**config.mk**
```make
export PLATFORM = sky130hd
export DESIGN_NAME = dvsr_window
export DESIGN_NICKNAME = d
export VERILOG_FILES = /design/src/rtl/dvsr_pkg.sv /design/src/rtl/dvsr_window.sv
export SDC_FILE = /design/constraint.sdc
export NUM_CORES = 1
export LEC_CHECK = 0
export ABC_AREA = 1
export BUFFER_PORTS_ARGS = -buffer_cell sky130_fd_sc_hd__buf_4
export CAP_MARGIN = 20
export CELL_PAD_IN_SITES_DETAIL_PLACEMENT = 1
export CELL_PAD_IN_SITES_GLOBAL_PLACEMENT = 1
export CORE_UTILIZATION = 33
export CTS_BUF_LIST = sky130_fd_sc_hd__clkbuf_4 sky130_fd_sc_hd__clkbuf_8
export CTS_CLUSTER_DIAMETER = 80
export DETAILED_ROUTE_END_ITERATION = 10
export GPL_ROUTABILITY_DRIVEN = 0
export PLACE_DENSITY_LB_ADDON = 0.1
export SETUP_SLACK_MARGIN = 0.2
export SYNTH_ARGS = -nofsm -noshare
export SYNTH_HDL_FRONTEND = slang
export SYNTH_SLANG_ARGS = --single-unit
```
**constraint.sdc**
```tcl
create_clock -name clk -period 2.2 [get_ports clk]
set_input_delay 0.11 -clock clk [delete_from_list [all_inputs] [get_ports clk]]
set_output_delay 0.11 -clock clk [all_outputs]
set_load 0.03 [all_outputs]
```
**src/rtl/dvsr_pkg.sv**
```systemverilog
// Package with shared constants and types for the dword value scan and refine block.
`timescale 1ns / 1ps

package dvsr_pkg;

  // Candidate list geometry.
  localparam int LIST_DEPTH = 1024;
  localparam int LIST_AW    = $clog2(LIST_DEPTH);
  localparam int CNT_W      = LIST_AW + 1;

  // Scanned memory geometry.
  localparam int PAGE_BYTES = 4096;
  localparam int PAGE_BITS  = $clog2(PAGE_BYTES);
  localparam int ADDR_W     = 32;

  // Payload widths.
  localparam int DATA_W     = 32;
  localparam int BYTE_W     = 8;
  localparam int WIN_W      = 3 * BYTE_W;
  localparam int IDX_W      = 10;
  localparam int REQ_W      = 3;

  // Request codes carried on the input tuser.
  typedef enum logic [REQ_W-1:0] {
    REQ_CLEAR  = 3'd0,
    REQ_SCAN   = 3'd1,
    REQ_BEGIN  = 3'd2,
    REQ_RESULT = 3'd3,
    REQ_READ   = 3'd4
  } req_t;

  // Control sent from the sequencer to the scan window.
  typedef struct packed {
    logic clear;
    logic shift;
  } win_ctl_t;

endpackage

```
**src/rtl/dvsr_window.sv**
```systemverilog
// Sliding four-byte little-endian window that restarts at every page start.
`timescale 1ns / 1ps

module dvsr_window (
  input  logic                          clk,
  input  logic                          rst_n,
  input  dvsr_pkg::win_ctl_t            ctl,
  input  logic [dvsr_pkg::BYTE_W-1:0]   byte_value,
  input  logic [dvsr_pkg::ADDR_W-1:0]   byte_address,
  input  logic [dvsr_pkg::DATA_W-1:0]   search_value,
  output logic                          hit
);
  import dvsr_pkg::*;

  logic [WIN_W-1:0] win_r, win_nxt;
  logic [1:0]       fill_r, fill_nxt;
  logic [1:0]       fill_eff;
  logic             page_start;

  // A byte at a page start begins a fresh window.
  assign page_start = (byte_address[PAGE_BITS-1:0] == '0);
  assign fill_eff   = page_start ? 2'd0 : fill_r;
  assign hit        = (fill_eff == 2'd3) && ({byte_value, win_r} == search_value);

  // Shift the new byte in at the top; the fill count saturates at three.
  always_comb begin
    win_nxt  = win_r;
    fill_nxt = fill_r;
    if (ctl.clear) begin
      win_nxt  = '0;
      fill_nxt = '0;
    end else if (ctl.shift) begin
      win_nxt  = {byte_value, win_r[WIN_W-1:BYTE_W]};
      fill_nxt = (fill_eff == 2'd3) ? 2'd3 : fill_eff + 2'd1;
    end
  end

  always_ff @(posedge clk) begin
    if (!rst_n) begin
      win_r  <= '0;
      fill_r <= '0;
    end else begin
      win_r  <= win_nxt;
      fill_r <= fill_nxt;
    end
  end

endmodule

```
==> impl_metrics.toml <==
[global_route]
gr-total-overflow = 0
antenna_found_initial = 0
grt_max_degree = 28
grt_pass1_wl_um = 6400
grt_pass1_vias = 1534
track_usage = 0.166

[pwr]
p_leak_nw = 0.976
finalPower_mw = 0.973
power.density_mw_per_mm2 = 489
vdd_drop_max_uv = 427

[sta]
final_max_slew_viol_count = 0
fin_crit_sh = 0.710
hold_viol = 0
fmax_mhz = 640
rsz0062_at_grt = "false"
setup_violations = 0
layout_min_cycle_time_ns = 1.56
skew_ns = 0.00442
slew-limit-headroom = 0.596
final.setup.worst_slack_ns = 0.638
timing.setup.tns_ns = 0
worst_pin_slew_ns = 0.605

[layout]
drive_above_1_share = 0.243
final_cell_mix = "nand2_1 (70), buf_4 (57), inv_1 (33)"
area_delta_synth_final_pct = 32.7
num_antenna_cells = 0
final_util = 0.457
fillers = 597
layout_commonest_cell = "nand2_1"
final_cells = 348
layout.nets = 374

[clocking]
cts_buffers = 3
clock_path_buffers = 2
cts_sinks = 26
clockRootBuffer = "clkbuf_8"
htree_num_levels = 1
post-cts-setup-buffer-count = 0
cts_tree = "done"
cts_resized = 0
ctsHoldBuffers = 0
clock_latency_ns = 0.27
clk_pin_slew_ns = 0.09

[drt]
first_iter_violations = 32
first_pass_iters = 3
vias = 1637
routed_wl_um = 3880
wl_per_cell_um = 11.1
drc = 0
ant_nets = 0
viasPerCell = 4.70

[critical_path]
cp.arrival_ns = 1.45
path_class = "reg -> out"
slowest_delay_ns = 0.35
worstPathMaxFanout = 3
crit_path_start_kind = "flop"
crit_chain = "inv_2 -> nand2_1 -> nand2_1 -> nor2_1 -> nand2_1 -> nor2_2 -> nand3_1 -> nor2_1 -> buf_4"
crit_top_cell = "nand2_1"
crit_required_ns = 2.09
cp-end-kind = "primary output"
critPathSlowestCell = "dfxtp_1"

[floorplan]
dieArea_mm2 = 0.00482
die_w_um = 69.4
io_pins = 77
num_rows = 24
core_mm2 = 0.00435
start_util = 0.345
die-height_um = 69.4

[synthesis]
syn_avg_cell_area_um2 = 6.17
synth-seq-area-share = 0.347
yosys-top-cells-area = "dfxtp_1 (35%), nand2_1 (18%), a21oi_1 (8.7%)"
synth_nets = 319
yosys.area.top_type_share = 0.347
synth_warnings = 0
ys_types = 20
syn-instance-count = 243
synthesis.area_mm2 = 0.00150
synth_top_area_cell = "dfxtp_1"
synth-seq-cells = 26

[placement]
pre_cts_slack_ns = 0.912
place_hpwl_um = 3120
portBuffers = 56
placed_cells = 345

[hold_path]
hold_class = "in -> reg"

[job]
max_cap_violations = 0

[run_status]
outcome = "finished clean"
## through the flow
step                hold WS (ns)  area, µm²
floorplan                  0.258       1500
global placement           0.395       1950
global route               0.112       1990
finish                     0.103       1990
CTS                       0.0977       1990
detailed placement         0.395       1950
## sequential cells by signal, summed over array words and instances, names as in the netlist
name and cells:
fill_r 2, win_r 24
## area by class of cell
type	instances	area, µm²	area share
clock buffer	3	41.3	0.0207
tap	52	65.1	0.0327
sequential	26	520	0.261
timing repair buffer	57	428	0.215
multi-input combinational	169	779	0.392
inverter	41	156	0.0786
## worst paths after layout
kind,endpoint,depth (start not counted),start,slack (ns)
max reg2reg,fill_r[1],4,fill_r[0],1.44
min reg2reg,win_r[0],2,win_r[0],0.47
min,win_r[16],3,byte_value[0],0.10
max,hit,9,win_r[20],0.64
## Yosys cell counts, drive strengths merged
library cell,count
nor3b,1
nand3,3
xor2,7
xnor2,3
dfxtp,26
nor2,30
o211ai,1
buf,7
a21oi,26
a31oi,1
inv,40
clkinv,1
o21ai,27
nand2,70
## metal layers
layer  part of all wire  wire length (µm)  GRT usage
met1               0.47              1810      0.204
met4             0.0095                37     0.0476
met5                  0                 0          0
met2               0.48              1860      0.289
met3              0.045               176     0.0378
## worst max-delay path: cells and delay by family (launching register included)
kind | cells | cell delay, ns
and+or+nand+nor | 7 | 0.59
DFF | 1 | 0.35
buffers and inverters | 2 | 0.24
## logic make-up after synthesis
kind of cell           synth area share
AND/OR/NAND/NOR                   0.275
flip-flops                        0.347
XOR/XNOR                         0.0584
AO/OA/AOI/OAI                     0.186
buffers and inverters             0.133
## report_power, final
group / switching (mW) / leakage (nW) / internal (mW)
sequential: 0.0112 / 0.212 / 0.486
combinational: 0.0963 / 0.742 / 0.106
clock: 0.151 / 0.0216 / 0.123
total: 0.258 / 0.976 / 0.715
Note: power is estimated with default switching activity, not from simulation.
